==> src/dqs_pkg.sv <==
// Package for the deque with key search.
// Holds the field widths, request mode codes and sequencer state type.
// No dependencies.
package dqs_pkg;

  localparam int MODE_W     = 3;
  localparam int PROC_ID_W  = 16;
  localparam int PAYLOAD_W  = 32;
  localparam int POSITION_W = 5;
  localparam int COUNT_W    = 5;

  typedef enum logic [MODE_W-1:0] {
    MODE_PUSH_FRONT = 3'd0,
    MODE_PUSH_BACK  = 3'd1,
    MODE_POP_FRONT  = 3'd2,
    MODE_POP_BACK   = 3'd3,
    MODE_READ_POS   = 3'd4,
    MODE_FIND_ID    = 3'd5
  } mode_t;

  typedef enum logic [2:0] {
    ST_IDLE,
    ST_EXEC,
    ST_READ,
    ST_FIND,
    ST_DONE
  } state_t;

endpackage

==> src/dqs_if.sv <==
// Request and result channel interfaces of the deque with key search.
// Depends on dqs_pkg for the field widths.
interface dqs_in_if;
  logic                                valid;
  logic                                ready;
  logic [dqs_pkg::MODE_W-1:0]          mode;
  logic [dqs_pkg::PROC_ID_W-1:0]       proc_id;
  logic [dqs_pkg::PAYLOAD_W-1:0]       payload;
  logic [dqs_pkg::POSITION_W-1:0]      position;

  modport source (output valid, mode, proc_id, payload, position, input ready);
  modport sink   (input valid, mode, proc_id, payload, position, output ready);
endinterface

interface dqs_out_if;
  logic                                valid;
  logic                                ready;
  logic                                ok;
  logic [dqs_pkg::PROC_ID_W-1:0]       found_id;
  logic [dqs_pkg::PAYLOAD_W-1:0]       found_payload;
  logic [dqs_pkg::COUNT_W-1:0]         count;
  logic                                is_empty;

  modport source (output valid, ok, found_id, found_payload, count, is_empty, input ready);
  modport sink   (input valid, ok, found_id, found_payload, count, is_empty, output ready);
endinterface

==> src/dqs_ring.sv <==
// Shared ring index unit: (base + offset) mod DEPTH, offset below DEPTH.
// Used for every slot and head pointer computation. No dependencies.
module dqs_ring #(
  parameter int DEPTH = 16
) (
  input  logic [$clog2(DEPTH)-1:0] base,
  input  logic [$clog2(DEPTH)-1:0] offset,
  output logic [$clog2(DEPTH)-1:0] idx
);
  localparam int AW = $clog2(DEPTH);

  logic [AW:0] sum;

  assign sum = {1'b0, base} + {1'b0, offset};

  always_comb begin
    if (sum >= (AW+1)'(DEPTH)) begin
      idx = AW'(sum - (AW+1)'(DEPTH));
    end else begin
      idx = AW'(sum);
    end
  end
endmodule

==> src/dqs_mem.sv <==
// Entry store: one port, write or registered read at one address per cycle.
// Contents are undefined until written. No dependencies.
module dqs_mem #(
  parameter int DEPTH = 16,
  parameter int WIDTH = 48
) (
  input  logic                     clk,
  input  logic                     we,
  input  logic                     re,
  input  logic [$clog2(DEPTH)-1:0] addr,
  input  logic [WIDTH-1:0]         wdata,
  output logic [WIDTH-1:0]         rdata
);
  logic [WIDTH-1:0] mem [DEPTH];
  logic [WIDTH-1:0] rdata_r;

  always_ff @(posedge clk) begin
    if (we) begin
      mem[addr] <= wdata;
    end
    if (re) begin
      rdata_r <= mem[addr];
    end
  end

  assign rdata = rdata_r;
endmodule

==> src/dqs_ctrl.sv <==
// Sequencer of the deque: head and count registers, request decode,
// one-entry-per-cycle id scan, result and output registers.
// Depends on dqs_pkg and dqs_if; drives dqs_ring and dqs_mem from the top.
module dqs_ctrl #(
  parameter int DEPTH        = 16,
  parameter int PAYLOAD_BITS = 32,
  parameter int ID_BITS      = 16
) (
  input  logic                        clk,
  input  logic                        rst_n,
  dqs_in_if.sink                      in_req,
  dqs_out_if.source                   out_rsp,
  output logic [$clog2(DEPTH)-1:0]    ring_base,
  output logic [$clog2(DEPTH)-1:0]    ring_off,
  input  logic [$clog2(DEPTH)-1:0]    ring_idx,
  output logic                        mem_we,
  output logic                        mem_re,
  output logic [ID_BITS+PAYLOAD_BITS-1:0] mem_wdata,
  input  logic [ID_BITS+PAYLOAD_BITS-1:0] mem_rdata
);
  localparam int AW = $clog2(DEPTH);
  localparam int CW = $clog2(DEPTH+1);

  dqs_pkg::state_t                 state_r, state_nxt;
  logic [dqs_pkg::MODE_W-1:0]      mode_r, mode_nxt;
  logic [ID_BITS-1:0]              key_r, key_nxt;
  logic [PAYLOAD_BITS-1:0]         pay_r, pay_nxt;
  logic [dqs_pkg::POSITION_W-1:0]  pos_r, pos_nxt;
  logic [AW-1:0]                   head_r, head_nxt;
  logic [CW-1:0]                   count_r, count_nxt;
  logic [CW-1:0]                   i_r, i_nxt;
  logic                            cmp_v_r, cmp_v_nxt;
  logic                            res_ok_r, res_ok_nxt;
  logic [ID_BITS-1:0]              res_id_r, res_id_nxt;
  logic [PAYLOAD_BITS-1:0]         res_pay_r, res_pay_nxt;
  logic                            out_valid_r, out_valid_nxt;
  logic                            out_ok_r, out_ok_nxt;
  logic [dqs_pkg::PROC_ID_W-1:0]   out_id_r, out_id_nxt;
  logic [dqs_pkg::PAYLOAD_W-1:0]   out_pay_r, out_pay_nxt;
  logic [dqs_pkg::COUNT_W-1:0]     out_count_r, out_count_nxt;
  logic                            out_empty_r, out_empty_nxt;

  logic [ID_BITS-1:0]              rd_id;
  logic [PAYLOAD_BITS-1:0]         rd_pay;
  logic                            not_full;
  logic                            not_empty;
  logic                            pos_ok;

  assign rd_id     = mem_rdata[ID_BITS+PAYLOAD_BITS-1:PAYLOAD_BITS];
  assign rd_pay    = mem_rdata[PAYLOAD_BITS-1:0];
  assign not_full  = count_r < CW'(DEPTH);
  assign not_empty = count_r != '0;
  assign pos_ok    = (pos_r != '0) && (32'(pos_r) <= 32'(count_r));
  assign ring_base = head_r;
  assign mem_wdata = {key_r, pay_r};

  assign in_req.ready          = state_r == dqs_pkg::ST_IDLE;
  assign out_rsp.valid         = out_valid_r;
  assign out_rsp.ok            = out_ok_r;
  assign out_rsp.found_id      = out_id_r;
  assign out_rsp.found_payload = out_pay_r;
  assign out_rsp.count         = out_count_r;
  assign out_rsp.is_empty      = out_empty_r;

  always_ff @(posedge clk) begin
    if (!rst_n) begin
      state_r     <= dqs_pkg::ST_IDLE;
      head_r      <= '0;
      count_r     <= '0;
      i_r         <= '0;
      cmp_v_r     <= 1'b0;
      out_valid_r <= 1'b0;
    end else begin
      state_r     <= state_nxt;
      head_r      <= head_nxt;
      count_r     <= count_nxt;
      i_r         <= i_nxt;
      cmp_v_r     <= cmp_v_nxt;
      out_valid_r <= out_valid_nxt;
    end
  end

  always_ff @(posedge clk) begin
    mode_r      <= mode_nxt;
    key_r       <= key_nxt;
    pay_r       <= pay_nxt;
    pos_r       <= pos_nxt;
    res_ok_r    <= res_ok_nxt;
    res_id_r    <= res_id_nxt;
    res_pay_r   <= res_pay_nxt;
    out_ok_r    <= out_ok_nxt;
    out_id_r    <= out_id_nxt;
    out_pay_r   <= out_pay_nxt;
    out_count_r <= out_count_nxt;
    out_empty_r <= out_empty_nxt;
  end

  always_comb begin
    state_nxt     = state_r;
    mode_nxt      = mode_r;
    key_nxt       = key_r;
    pay_nxt       = pay_r;
    pos_nxt       = pos_r;
    head_nxt      = head_r;
    count_nxt     = count_r;
    i_nxt         = i_r;
    cmp_v_nxt     = cmp_v_r;
    res_ok_nxt    = res_ok_r;
    res_id_nxt    = res_id_r;
    res_pay_nxt   = res_pay_r;
    out_valid_nxt = out_valid_r;
    out_ok_nxt    = out_ok_r;
    out_id_nxt    = out_id_r;
    out_pay_nxt   = out_pay_r;
    out_count_nxt = out_count_r;
    out_empty_nxt = out_empty_r;
    ring_off      = '0;
    mem_we        = 1'b0;
    mem_re        = 1'b0;

    if (out_valid_r && out_rsp.ready) begin
      out_valid_nxt = 1'b0;
    end

    unique case (state_r)
      dqs_pkg::ST_IDLE: begin
        if (in_req.valid) begin
          mode_nxt  = in_req.mode;
          key_nxt   = ID_BITS'(in_req.proc_id);
          pay_nxt   = PAYLOAD_BITS'(in_req.payload);
          pos_nxt   = in_req.position;
          state_nxt = dqs_pkg::ST_EXEC;
        end
      end
      dqs_pkg::ST_EXEC: begin
        res_ok_nxt  = 1'b0;
        res_id_nxt  = '0;
        res_pay_nxt = '0;
        i_nxt       = '0;
        cmp_v_nxt   = 1'b0;
        state_nxt   = dqs_pkg::ST_DONE;
        unique case (dqs_pkg::mode_t'(mode_r))
          dqs_pkg::MODE_PUSH_FRONT: begin
            ring_off = AW'(DEPTH - 1);
            if (not_full) begin
              mem_we     = 1'b1;
              head_nxt   = ring_idx;
              count_nxt  = count_r + CW'(1);
              res_ok_nxt = 1'b1;
            end
          end
          dqs_pkg::MODE_PUSH_BACK: begin
            ring_off = AW'(count_r);
            if (not_full) begin
              mem_we     = 1'b1;
              count_nxt  = count_r + CW'(1);
              res_ok_nxt = 1'b1;
            end
          end
          dqs_pkg::MODE_POP_FRONT: begin
            ring_off = AW'(1);
            if (not_empty) begin
              head_nxt   = ring_idx;
              count_nxt  = count_r - CW'(1);
              res_ok_nxt = 1'b1;
            end
          end
          dqs_pkg::MODE_POP_BACK: begin
            if (not_empty) begin
              count_nxt  = count_r - CW'(1);
              res_ok_nxt = 1'b1;
            end
          end
          dqs_pkg::MODE_READ_POS: begin
            ring_off = AW'(pos_r - dqs_pkg::POSITION_W'(1));
            if (pos_ok) begin
              mem_re    = 1'b1;
              state_nxt = dqs_pkg::ST_READ;
            end
          end
          dqs_pkg::MODE_FIND_ID: begin
            state_nxt = dqs_pkg::ST_FIND;
          end
          default: begin
          end
        endcase
      end
      dqs_pkg::ST_READ: begin
        res_ok_nxt  = 1'b1;
        res_id_nxt  = rd_id;
        res_pay_nxt = rd_pay;
        state_nxt   = dqs_pkg::ST_DONE;
      end
      dqs_pkg::ST_FIND: begin
        ring_off = AW'(i_r);
        priority if (cmp_v_r && (rd_id == key_r)) begin
          res_ok_nxt  = 1'b1;
          res_id_nxt  = rd_id;
          res_pay_nxt = rd_pay;
          cmp_v_nxt   = 1'b0;
          state_nxt   = dqs_pkg::ST_DONE;
        end else if (i_r < count_r) begin
          mem_re    = 1'b1;
          i_nxt     = i_r + CW'(1);
          cmp_v_nxt = 1'b1;
        end else begin
          cmp_v_nxt = 1'b0;
          state_nxt = dqs_pkg::ST_DONE;
        end
      end
      dqs_pkg::ST_DONE: begin
        if (!out_valid_r || out_rsp.ready) begin
          out_valid_nxt = 1'b1;
          out_ok_nxt    = res_ok_r;
          out_id_nxt    = dqs_pkg::PROC_ID_W'(res_id_r);
          out_pay_nxt   = dqs_pkg::PAYLOAD_W'(res_pay_r);
          out_count_nxt = dqs_pkg::COUNT_W'(count_r);
          out_empty_nxt = count_r == '0;
          state_nxt     = dqs_pkg::ST_IDLE;
        end
      end
      default: begin
        state_nxt = dqs_pkg::ST_IDLE;
      end
    endcase
  end

  a_count_bound: assert property (@(posedge clk) disable iff (!rst_n)
    count_r <= CW'(DEPTH))
    else $error("entry count above depth");

  a_one_req: assert property (@(posedge clk) disable iff (!rst_n)
    (in_req.valid && in_req.ready) |=> !in_req.ready)
    else $error("request accepted while busy");

  a_write_room: assert property (@(posedge clk) disable iff (!rst_n)
    mem_we |-> not_full)
    else $error("store written while full");

  a_result_src: assert property (@(posedge clk) disable iff (!rst_n)
    $rose(out_valid_r) |-> $past(state_r == dqs_pkg::ST_DONE))
    else $error("result issued outside done state");

  a_scan_range: assert property (@(posedge clk) disable iff (!rst_n)
    (state_r == dqs_pkg::ST_FIND) |-> (i_r <= count_r))
    else $error("scan index beyond count");
endmodule

==> src/double_ended_queue_with_search_top.sv <==
// Deque of process records with search by id, held in a single-port ring
// store of DEPTH entries. Requests are taken one at a time: push and pop
// finish in the execute state, read by position adds a read state, and find
// by id scans the one store port one entry per cycle from the front until
// the first match. A finished result waits in an output register while
// the next request is accepted.
// Depends on dqs_pkg, dqs_if, dqs_ring, dqs_mem and dqs_ctrl.
module double_ended_queue_with_search_top #(
  parameter int DEPTH        = 16,
  parameter int PAYLOAD_BITS = 32,
  parameter int ID_BITS      = 16
) (
  input  logic       clk,
  input  logic       rst_n,
  dqs_in_if.sink     in_req,
  dqs_out_if.source  out_rsp
);
  localparam int AW = $clog2(DEPTH);
  localparam int EW = ID_BITS + PAYLOAD_BITS;

  logic [AW-1:0] ring_base;
  logic [AW-1:0] ring_off;
  logic [AW-1:0] ring_idx;
  logic          mem_we;
  logic          mem_re;
  logic [EW-1:0] mem_wdata;
  logic [EW-1:0] mem_rdata;

  dqs_ring #(.DEPTH(DEPTH)) u_ring (
    .base   (ring_base),
    .offset (ring_off),
    .idx    (ring_idx)
  );

  dqs_mem #(.DEPTH(DEPTH), .WIDTH(EW)) u_mem (
    .clk   (clk),
    .we    (mem_we),
    .re    (mem_re),
    .addr  (ring_idx),
    .wdata (mem_wdata),
    .rdata (mem_rdata)
  );

  dqs_ctrl #(
    .DEPTH        (DEPTH),
    .PAYLOAD_BITS (PAYLOAD_BITS),
    .ID_BITS      (ID_BITS)
  ) u_ctrl (
    .clk       (clk),
    .rst_n     (rst_n),
    .in_req    (in_req),
    .out_rsp   (out_rsp),
    .ring_base (ring_base),
    .ring_off  (ring_off),
    .ring_idx  (ring_idx),
    .mem_we    (mem_we),
    .mem_re    (mem_re),
    .mem_wdata (mem_wdata),
    .mem_rdata (mem_rdata)
  );
endmodule

==> src/flat_wrapper.sv <==
// flat-port wrapper written by rule: the top's interface ports become plain ports
module double_ended_queue_with_search_top_flat 
#(
  parameter int DEPTH        = 16,
  parameter int PAYLOAD_BITS = 32,
  parameter int ID_BITS      = 16
)
  (clk, rst_n, in_req_valid, in_req_mode, in_req_proc_id, in_req_payload, in_req_position, in_req_ready, out_rsp_valid, out_rsp_ok, out_rsp_found_id, out_rsp_found_payload, out_rsp_count, out_rsp_is_empty, out_rsp_ready);
  dqs_in_if in_req_i ();
  dqs_out_if out_rsp_i ();
  input  logic clk;
  input  logic rst_n;
  input wire logic [$bits(in_req_i.valid)-1:0] in_req_valid;
  input wire logic [$bits(in_req_i.mode)-1:0] in_req_mode;
  input wire logic [$bits(in_req_i.proc_id)-1:0] in_req_proc_id;
  input wire logic [$bits(in_req_i.payload)-1:0] in_req_payload;
  input wire logic [$bits(in_req_i.position)-1:0] in_req_position;
  output wire logic [$bits(in_req_i.ready)-1:0] in_req_ready;
  output wire logic [$bits(out_rsp_i.valid)-1:0] out_rsp_valid;
  output wire logic [$bits(out_rsp_i.ok)-1:0] out_rsp_ok;
  output wire logic [$bits(out_rsp_i.found_id)-1:0] out_rsp_found_id;
  output wire logic [$bits(out_rsp_i.found_payload)-1:0] out_rsp_found_payload;
  output wire logic [$bits(out_rsp_i.count)-1:0] out_rsp_count;
  output wire logic [$bits(out_rsp_i.is_empty)-1:0] out_rsp_is_empty;
  input wire logic [$bits(out_rsp_i.ready)-1:0] out_rsp_ready;
  assign in_req_i.valid = in_req_valid;
  assign in_req_i.mode = in_req_mode;
  assign in_req_i.proc_id = in_req_proc_id;
  assign in_req_i.payload = in_req_payload;
  assign in_req_i.position = in_req_position;
  assign in_req_ready = in_req_i.ready;
  assign out_rsp_valid = out_rsp_i.valid;
  assign out_rsp_ok = out_rsp_i.ok;
  assign out_rsp_found_id = out_rsp_i.found_id;
  assign out_rsp_found_payload = out_rsp_i.found_payload;
  assign out_rsp_count = out_rsp_i.count;
  assign out_rsp_is_empty = out_rsp_i.is_empty;
  assign out_rsp_i.ready = out_rsp_ready;
  double_ended_queue_with_search_top #(.DEPTH(DEPTH), .PAYLOAD_BITS(PAYLOAD_BITS), .ID_BITS(ID_BITS)) u_core (.clk(clk), .rst_n(rst_n), .in_req(in_req_i), .out_rsp(out_rsp_i));
endmodule
==> config.mk <==
export PLATFORM = sky130hd
export DESIGN_NAME = double_ended_queue_with_search_top_flat
export DESIGN_NICKNAME = d
export VERILOG_FILES = /design/src/dqs_pkg.sv /design/src/dqs_if.sv /design/src/dqs_ring.sv /design/src/dqs_mem.sv /design/src/dqs_ctrl.sv /design/src/double_ended_queue_with_search_top.sv /design/src/flat_wrapper.sv
export SDC_FILE = /design/constraint.sdc
export NUM_CORES = 1
export LEC_CHECK = 0
export ABC_AREA = 0
export BUFFER_PORTS_ARGS = -buffer_cell sky130_fd_sc_hd__buf_2
export CAP_MARGIN = 0
export CORE_MARGIN = 4
export CORE_UTILIZATION = 42
export DETAILED_ROUTE_END_ITERATION = 10
export GPL_TIMING_DRIVEN = 0
export PLACE_DENSITY = 0.54
export RECOVER_POWER = 25
export SLEW_MARGIN = 20
export SYNTH_ARGS = -nofsm -noshare
export SYNTH_HDL_FRONTEND = slang
export SYNTH_SLANG_ARGS = --single-unit
==> constraint.sdc <==
create_clock -name clk -period 8.3 [get_ports clk]
set_clock_uncertainty 0.2 [all_clocks]
set_input_delay 1.66 -clock clk [delete_from_list [all_inputs] [get_ports clk]]
set_output_delay 1.66 -clock clk [all_outputs]
set_load 0.02 [all_outputs]
==> flow_metrics.tcl <==
set metrics [dict create \
    multi_input_area_mm2 0.00729 \
    outcome "finished clean" \
    synth.distinct_cells 52 \
    rsz0062_at_grt "false" \
    vdd_drop_max_mv 0.168 \
    grt.total_usage_pct 18.5 \
    cts_resized 0 \
    synth_area_leaders "edfxtp_1, mux4_2, dfxtp_1" \
    dieArea_mm2 0.0933 \
    synth_warnings 0 \
    grt_max_degree 32 \
    drt_iter0_markers 1673 \
    layout.nets 1924 \
    cp_max_fo 16 \
    cts-root-buf "clkbuf_16" \
    met1_length_um 37800 \
    layout-drive-gt1-share_pct 32.1 \
    io_pins 117 \
    p_per_area_mw_per_mm2 243 \
    post-cts-setup-buffer-count 0 \
    drv_cap 0 \
    dp_cells 2893 \
    cp.required_ns 8.44 \
    overflow 0 \
    place_ws_ns 2.05 \
    core_mm2 0.0873 \
    clockBufferDepth 3 \
    initial_core_util_pct 42.6 \
    start_kind "flip-flop" \
    synth-async-reset-ratio_pct 0 \
    synth_ff_type "edfxtp_1" \
    die_h_um 306 \
    layout_commonest_cell "edfxtp_1" \
    grt_first_pass_wirelength_um 125000 \
    clkLatencyLatePin_ns 0.65 \
    fin_crit_sh_pct 74.8 \
    critPathArrivalTime_ns 6.34 \
    routed_wl_um 85900 \
    p_leak_nw 14.1 \
    cts_tree "yes" \
    slew_headroom_pct 34.3 \
    rows 108 \
    dp_hpwl_um 55700 \
    hold_viol 0 \
    register_area_mm2 0.0297 \
    cts_sinks 995 \
    fmax_ghz 0.161 \
    layout_common_cells "edfxtp_1, mux4_2, buf_2, clkbuf_16, clkbuf_1" \
    htree_levels 3 \
    drtPass1Iterations 7 \
    vias 16835 \
    area_growth_pct 18.7 \
    syn_nets 1640 \
    fin_crit_ns 6.21 \
    endpoint_kind "flip-flop" \
    layout.cells.non_filler 3084 \
    portBuffers 115 \
    critPathKind "reg -> reg" \
    drv_slew 0 \
    die_w_um 306 \
    dr_wl_met2_um 41900 \
    avgSynthCellArea_um2 23.8 \
    antenna_cells 0 \
    grt_pass1_vias 17927 \
    grt_antenna_before_repair 2 \
    synth_top_area_share_pct 78.8 \
    top_layer_used "met4" \
    finalSetupViolations 0 \
    cts.clk_slew.worst_paths_ns 0.06 \
    synth-seq-area-share_pct 79.9 \
    hold_path_class "reg -> reg" \
    synth.largest_area_cell "edfxtp_1" \
    routedWlPerCell_um 27.8 \
    drtAntennaViolNets 0 \
    gp_congestion 0.729 \
    drcViolationCount 0 \
    met3_wirelength_um 4370 \
    setup_ws_ns 2.09 \
    nFillCells 6931 \
    synth_edf_count 976 \
    synth_cells 1561 \
    yosys_register_bits 995 \
    tightest_slew_ns 0.977 \
    cts_buffers 105 \
    vias_per_cell 5.46 \
    hold_buffers 0 \
    syn-cell-area_mm2 0.0372 \
]
## routing by layer
| metal | GRT usage (%) | up-vias |
|---|---|---|
| met1 | 26.4 | 9112 |
| met4 | 4.81 | 0 |
| li1 | - | 7149 |
| met3 | 2.88 | 112 |
| met2 | 30.2 | 462 |
| met5 | 0 | - |
## cells in the mapped netlist, types with 8 or more instances
cell type,count
edfxtp_1,976
mux4_2,239
clkbuf_1,59
and2_1,53
nor2_1,29
dfxtp_1,19
xnor2_1,19
ha_1,17
inv_1,13
nand2_1,11
nand3_1,10
nor2b_1,9
nor3_1,9
a21o_1,8
nand2b_1,8
## registers in the layout, indices dropped and copies added (netlist names), 3 cells and up
signal,cells
u_core.u_ctrl.count_r,5
u_core.u_ctrl.i_r,5
u_core.u_ctrl.key_r,16
u_core.u_ctrl.mode_r,3
u_core.u_ctrl.out_rsp.count,5
u_core.u_ctrl.out_rsp.found_id,16
u_core.u_ctrl.out_rsp.found_payload,32
u_core.u_ctrl.pay_r,32
u_core.u_ctrl.pos_r,5
u_core.u_ctrl.res_id_r,16
u_core.u_ctrl.res_pay_r,32
u_core.u_ctrl.ring_base,4
u_core.u_ctrl.state_r,3
u_core.u_mem.mem,768
u_core.u_mem.rdata,48
## cell families after synthesis
family | Yosys count | share of synthesized area (%)
flip-flops | 995 | 79.9
multiplexers | 248 | 14.8
AND/OR/NAND/NOR | 152 | 2.27
buffers and inverters | 82 | 0.963
AO/OA/AOI/OAI | 38 | 0.774
XOR/XNOR | 27 | 0.687
adder cells (fa/ha/maj) | 19 | 0.680
## final cells by class
class                           count  area share (%)
Buffer                             69           0.743
Tap cell                         1155            3.28
Sequential cell                   995            67.3
Clock buffer                      124            6.26
Inverter                           13           0.111
Multi-Input combinational cell    484            16.5
Clock inverter                     67            1.34
Timing Repair Buffer              177            4.43
## where the power goes
part           switching, mW  internal [mW]  total, mW
Combinational          0.241          0.195      0.436
Sequential            0.0900           5.63       5.72
Clock                   1.89           2.68       4.56
## path summary, 6_finish.rpt
| check | endpoint | slack, ns | depth (start not counted) | startpoint |
|---|---|---|---|---|
| worst max-delay path | u_core.u_mem.mem[8][27] | 2.09 | 15 | u_core.u_ctrl.mode_r[1] |
| worst min-delay path | u_core.u_ctrl.out_rsp.found_id[5] | 0.21 | 0 | u_core.u_ctrl.res_id_r[5] |
| worst max register to register | u_core.u_mem.mem[8][27] | 2.09 | 15 | u_core.u_ctrl.mode_r[1] |
| worst min register to register | u_core.u_ctrl.out_rsp.found_id[5] | 0.21 | 0 | u_core.u_ctrl.res_id_r[5] |
## metrics by stage
step           cell area (um^2)  util [%]   TNS, ns  hold WS, ns  power (mW)
4_1_cts                   44100      50.5         0        0.215        10.8
5_1_grt                   44100      50.5         0        0.222        11.1
3_5_place_dp              40700      46.7         0        0.205        6.27
3_3_place_gp              39200      44.9  -1186.84        0.202        6.24
6_report                  44100      50.5         0        0.213        10.7
2_1_floorplan             37200         -         0        0.200        6.06
## critical path, cell delays in order (launching register included)
cell,delay (ns)
edfxtp_1,0.35
clkbuf_1,0.21
nand2b_1,0.19
a21oi_1,0.15
nor3_1,0.07
nor3_1,0.26
ha_1,0.24
inv_1,0.06
fa_1,0.50
clkbuf_1,0.66
clkbuf_1,0.71
clkbuf_1,0.57
nand3b_1,0.50
nor2_4,0.70
buf_16,0.24
buf_12,0.20
(Power assumes the default switching activity.)
